### src/hdl/pmdi_pkg.sv
// ----------------------------------------------------------------------------
// pmdi_pkg
// Shared types and constants for the point-mass drag integrator: request
// codes, register indexes, sequencer states and the lane control bundle.
// ----------------------------------------------------------------------------
package pmdi_pkg;

  // request codes carried in req_type
  localparam logic [1:0] REQ_ADD_FORCE = 2'd0;
  localparam logic [1:0] REQ_STEP      = 2'd1;
  localparam logic [1:0] REQ_SET_VEL   = 2'd2;

  // configuration register indexes
  localparam int unsigned CFG_IDX_W = 3;
  localparam logic [CFG_IDX_W-1:0] CFG_DRAG_COEFF = 3'd0;
  localparam logic [CFG_IDX_W-1:0] CFG_INV_MASS   = 3'd1;
  localparam logic [CFG_IDX_W-1:0] CFG_GRAVITY    = 3'd2;
  localparam logic [CFG_IDX_W-1:0] CFG_GRAVITY_ON = 3'd3;
  localparam logic [CFG_IDX_W-1:0] CFG_REST_SPEED = 3'd4;

  // register reset values
  localparam logic [30:0] DRAG_COEFF_RST = 31'd0;
  localparam logic [30:0] INV_MASS_RST   = 31'd65536;
  localparam logic [30:0] GRAVITY_RST    = 31'd642908;
  localparam logic        GRAVITY_ON_RST = 1'b1;
  localparam logic [30:0] REST_SPEED_RST = 31'd32768;

  // drag magnitude clamp, 2^33
  localparam logic [33:0] DRAG_CAP = 34'h2_0000_0000;

  localparam int unsigned NUM_LANES = 3;

  // step sequencer states
  typedef enum logic [6:0] {
    ST_IDLE  = 7'b0000001,
    ST_SQ    = 7'b0000010,
    ST_DRAG  = 7'b0000100,
    ST_FORCE = 7'b0001000,
    ST_ACC   = 7'b0010000,
    ST_KICK  = 7'b0100000,
    ST_DRIFT = 7'b1000000
  } step_state_t;

  // per-cycle strobes from the sequencer to the lanes and the merge stage
  typedef struct packed {
    logic add_force;
    logic set_vel;
    logic load_step;
    logic do_sq;
    logic do_drag;
    logic do_force;
    logic do_acc;
    logic do_kick;
    logic do_drift;
  } lane_ctrl_t;

endpackage

### src/hdl/pmdi_merge.sv
// ----------------------------------------------------------------------------
// pmdi_merge
// Combines the lanes: sums the squared speeds for the rest test and holds
// the finished step result in the output register.
// ----------------------------------------------------------------------------
module pmdi_merge import pmdi_pkg::*; (
  input  logic                       clk,
  input  logic                       rst_n,
  input  lane_ctrl_t                 ctrl,
  input  logic [30:0]                rest_speed,
  input  logic [NUM_LANES-1:0][62:0] lane_sq,
  input  logic [NUM_LANES-1:0][31:0] lane_pos,
  input  logic [NUM_LANES-1:0][31:0] lane_vel,
  input  logic                       out_ready,
  output logic                       snap,
  output logic                       out_free,
  output logic                       out_valid,
  output logic [NUM_LANES-1:0][31:0] out_pos,
  output logic [NUM_LANES-1:0][31:0] out_vel
);

  logic [61:0] rest_sq_r;
  logic [63:0] speed_sq_r;
  logic        snap_r;
  logic        out_valid_r;
  logic [NUM_LANES-1:0][31:0] out_pos_r, out_vel_r;
  logic [63:0] speed_sum;

  // sum of squared axis speeds
  always_comb begin
    speed_sum = '0;
    for (int i = 0; i < NUM_LANES; i++) begin
      speed_sum = speed_sum + {1'b0, lane_sq[i]};
    end
  end

  // rest test
  always_ff @(posedge clk) begin
    if (ctrl.do_sq) rest_sq_r <= rest_speed * rest_speed;
    if (ctrl.do_drag) speed_sq_r <= speed_sum;
    if (ctrl.do_force) snap_r <= (speed_sq_r < {2'b00, rest_sq_r});
  end

  // result register
  always_ff @(posedge clk) begin
    if (!rst_n) begin
      out_valid_r <= 1'b0;
    end else if (ctrl.do_drift) begin
      out_valid_r <= 1'b1;
    end else if (out_ready) begin
      out_valid_r <= 1'b0;
    end
  end

  always_ff @(posedge clk) begin
    if (ctrl.do_drift) begin
      out_pos_r <= lane_pos;
      out_vel_r <= lane_vel;
    end
  end

  assign snap      = snap_r;
  assign out_free  = !out_valid_r || out_ready;
  assign out_valid = out_valid_r;
  assign out_pos   = out_pos_r;
  assign out_vel   = out_vel_r;

endmodule

### config.mk
export PLATFORM = sky130hd
export DESIGN_NAME = pmdi_merge
export DESIGN_NICKNAME = d
export VERILOG_FILES = /design/src/hdl/pmdi_pkg.sv /design/src/hdl/pmdi_merge.sv
export SDC_FILE = /design/constraint.sdc
export NUM_CORES = 2
export LEC_CHECK = 0
export ABC_CLOCK_PERIOD_IN_PS = 8350
export BUFFER_PORTS_ARGS = -buffer_cell sky130_fd_sc_hd__clkbuf_2
export CAP_MARGIN = 20
export CORE_AREA = 2 2 290 292
export DETAILED_ROUTE_END_ITERATION = 8
export DIE_AREA = 0 0 292 294
export GPL_ROUTABILITY_DRIVEN = 0
export GPL_TIMING_DRIVEN = 1
export PLACE_DENSITY_LB_ADDON = 0.12
export RECOVER_POWER = 50
export SLEW_MARGIN = 20
export SYNTH_ARGS = -nofsm -noshare
export SYNTH_HDL_FRONTEND = slang
export SYNTH_SLANG_ARGS = --single-unit
### constraint.sdc
create_clock -name clk -period 8.35 [get_ports clk]
set_clock_uncertainty 0.1 [all_clocks]
set_input_delay 0.4175 -clock clk [delete_from_list [all_inputs] [get_ports clk]]
set_output_delay 0.4175 -clock clk [all_outputs]
set_load 0.005 [all_outputs]
Word level (Yosys, flattened, before mapping) --
Cells that the tools add are included.
Cells by class: $add $sub $neg 2, multiply operators 1, div/mod/pow operators 0, magnitude comparators 1, equality and inequality tests 0, shifts and indexed selects 0, multiplexer cells 2, bitwise operators 0, reductions and logical operators 3
Operators by type and width (count):
- adder 63 x 63 -> 64 bit | 1
- adder 64 x 63 -> 64 bit | 1
- < comparator 64 x 62 -> 1 bit | 1
- multiplier 31 x 31 -> 62 bit | 1
- 2-to-1 mux 1 bit | 2
- nonzero test 2 bit | 1
- logical NOT 1 bit | 1
- logical OR 1 bit | 1
Storage, ports and cells: register bits after elaboration 320, latch bits 0, RAM bits 0, bits in read-only memories 0, bits of input ports 424, output and inout port bits 195, logic and storage cells 19, memories kept 0

Longest topological paths before layout --
depth in word-level cells 2, mapped depth 30, gate-level depth less buffers 28

Least setup slack after synthesis --
No wires, ideal clock.
kind input port to flip-flop, start input rest_speed[25], end register rest_sq_r[51] (data pin), setup time 0.261 ns, data arrival time 7.320 ns, data required time 7.989 ns, path slack 0.669 ns, stages on the path 28, path buffers 3, path through clkbuf_1 clkbuf_1 nand2_1 inv_1 fa_1 fa_1 fa_1 inv_1 fa_1 inv_1 fa_1 fa_1 fa_1 inv_1 fa_1 inv_1 ha_1 clkbuf_1 nand2_1 o31ai_1 a221o_1 a21oi_1 o21a_1 or4_4 a211oi_2 nor2b_1 o21ai_2 xor2_1
Between the ends: longest elaborated chain between the ends 1
Ends and longest elaborated chain:
- start, declared | RTL line pmdi_merge.sv:10 | input logic [30:0] rest_speed,
- multiplier 31 x 31 -> 62 bit | RTL line pmdi_merge.sv:39 | if (ctrl.do_sq) rest_sq_r <= rest_speed * rest_speed;
- end signal, assigned | RTL line pmdi_merge.sv:39
- end, declared | RTL line pmdi_merge.sv:22 | logic [61:0] rest_sq_r;
No other way between the ends. A chain may end at the register's enable or synchronous reset.

Worst setup path in the final report --
start input rest_speed[6], end register rest_sq_r[58] (data pin)
The elaborated chain is that of the path after synthesis.

==> out/results.tsv <==
stage	metric	value	unit
synth	sequential element share of the synthesized area	22.1	%
grt	GR Layer Usage met3	4.34	%
floorplanning	Ports	619	
place	Setup WS pre-CTS	0.194	ns
place	Port-buffer cells	613	
grt	global routing's busiest layer	met2	
finish	Layout Cells excl Fill	6032	
grt	total grt overflow	0	
synth	post-synthesis net count	5715	
cts	root buf cell	clkbuf_16	
finish	Core Util, Final	61.8	%
floorplanning	Starting Density	52.3	%
synth	Yosys reg bits	319	
timing	Max Slew Vio Count	218	
run	Max Cap Violations	3	
grt	M2 GR Usage	48.3	%
place	dpl cells	5769	
finish	commonest non-fill, non-tap cells in the layout	inv_1 (1012), fa_1 (812), clkbuf_2 (588)	
floorplanning	Die X	292	um
worst_setup_path	Worst EP arrival	7.82	ns
route	Residual DRC	0	
timing	RSZ-0062 raised after global routing	false	
worst_setup_path	CP required	8.54	ns
min_path	Hold Path Class	input pin to flop	
cts	cts bufs inserted	37	
grt	initial antenna violation count	4	
synth	Post-Synth Simple-Gate Area	9.01	%
worst_setup_path	Critical Path End Type	flop	
timing	period utilization	91.4	%
route	antenna-violating nets left	0	
floorplanning	Row Count	106	
synth	post-synth top area share	37.5	%
floorplanning	core area	82900	sq um
synth	Gate Count Post-Synth	4089	
worst_setup_path	CP Class	input pin to flop	
synth	compound-gate portion of the synthesized area	6.98	%
timing	Fin. Hold Viols	0	
timing	slack of the critical path	0.721	ns
grt	met1 global-route usage	34.0	%
cts	clk_lat worst skew	0.56	ns
finish	most common cell after layout, fill and taps aside	inv_1	
worst_setup_path	Crit-path slowest cell	fa_1	
synth	Async SR Flop Fraction	0	%
floorplanning	die height	294	um
cts	TritonCTS clock tree	yes	
synth	post-synth cell types	74	
synth	main area contributors after synthesis	fa_1 (37%), edfxtp_1 (22%), ha_1 (11%)	
route	vias	30935	
finish	fraction of layout cells with a size suffix above 1	16.2	%
finish	Area Growth Syn to Fin	18.2	%
timing	Final TNS setup	0	ns
timing	worst-margin pin slew	4.58	ns
grt	global-route wire length before repair	182000	um
timing	final setup vio count	0	
synth	Syn. warnings	0	
synth	synthesized area	43400	sq um
synth	post-synthesis xor/xnor area fraction	2.89	%
synth	mean post-synth cell area	10.6	sq um
run_status	status	finished, violations left	
synth	predominant post-synthesis flop cell	edfxtp_1	
timing	post-route minimum period	7.63	ns
grt	Overall Global Routing Usage	27.4	%
timing	Max Fclk	131	MHz
route	Routed WL per cell	18.8	um
route	DR vias/cell	5.13	
worst_setup_path	critical path fanouts, max	8	
route	Initial DRC Count	1533	
synth	Adder-Cell Fraction of Synth Area	48.8	%
worst_setup_path	Startpoint Class	input pin	
floorplanning	area of the die	85800	sq um
synth	largest area contributor in the netlist	fa_1	
synth	share of synthesized area spent on multiplexers	0.0722	%
synth	largest family of logic cells by synthesized area	adder cells	
place	Post-DP HPWL	93600	um
synth	Post-synth EDFFs	318	
route	final wirelength	113000	um
grt	largest net degree at the start of global routing	91	
cts	CTS sink cnt	319	
worst_setup_path	Crit path top cell by count	fa_1	
grt	number of global-route vias before repair	34167	
cts	Max clock buf depth	3	
run_status	failing checks	capacitance limit, slew limit	
timing	Slew HR	-206	%
route	First-pass DRT Iterations	5	
cts	CTS HTree Levels	2	
cts	Worst-path clk slew	0.06	ns
worst_setup_path	slowest stage delay, CP	0.58	ns
finish	final layout net count	6546	
[critical path, delay by kind of cell]
| kind | cells | cell delay, ns |
|---|---|---|
| compound gates | 6 | 1.44 |
| xor+xnor | 1 | 0.13 |
| fa+ha+maj | 9 | 4.29 |
| buf+inv | 8 | 1.00 |
| simple gates | 4 | 0.53 |
[synth_stat cells, drive strengths merged, types with 12 or more instances]
library cell,instances
nor2,90
o21bai,28
clkbuf,116
xor2,52
a21oi,169
nand4,47
edfxtp,318
and2,191
buf,20
fa,812
nor2b,27
a21o,90
nand3,33
o21a,12
xnor2,91
inv,1012
ha,390
a31oi,13
o21ai,68
nand2b,20
a211oi,12
nand2,348
[kinds of logic after synthesis]
group / after synthesis
buffers and inverters: 1150
flip-flops: 319
XOR/XNOR: 143
AO/OA/AOI/OAI: 468
multiplexers: 3
adder cells (fa/ha/maj): 1202
AND/OR/NAND/NOR: 804
[state kept, by name (all words and copies together), names as in the netlist]
signal	flops
out_pos	96
out_valid	1
out_vel	96
rest_sq_r	61
snap	1
speed_sq_r	64
[layer usage]
metal | routed length [um] | vias up
met1 | 44800 | 15414
met2 | 57400 | 895
met5 | 13 | -
met3 | 6500 | 226
li1 | - | 14398
met4 | 4580 | 2
[area by class of cell]
cell class | instances | area (sq um)
clock inverters | 23 | 233
clock buffers | 45 | 977
multi-input cells | 2620 | 29400
well taps | 1080 | 1350
inverters | 1013 | 3800
repair buffers | 929 | 5960
fillers | 6982 | 31600
flip-flops and latches | 319 | 9570
diodes | 3 | 7.51
[stage by stage]
step                      hold WS [ns]  instance area [sq um]
after floorplan                  0.416                  43400
after global placement           0.401                  48200
after detailed placement         0.426                  48200
after CTS                      0.00424                  51300
after global routing            0.0575                  51300
final                           0.0794                  51300
[repair_timing]
| action | 4_1_cts | 5_1_grt |
|---|---|---|
| setup buffers | 0 | 0 |
| gates resized for setup | 0 | 0 |
| hold buffers | 192 | 0 |
| hold endpoints to repair | 192 | 0 |
[final timing paths]
path | startpoint | to | slack [ns] | cells past startpoint
worst max-delay path | rest_speed[6] | rest_sq_r[58] | 0.72 | 28
worst min-delay path | out_ready | out_valid | 0.08 | 3
worst max register to register | speed_sq_r[41] | snap | 5.34 | 9
worst min register to register | out_valid | out_valid | 0.45 | 2
Power is left out: the tool's default activity adds up to more than one toggle a clock period on the data nets, which glitch-free logic cannot reach.
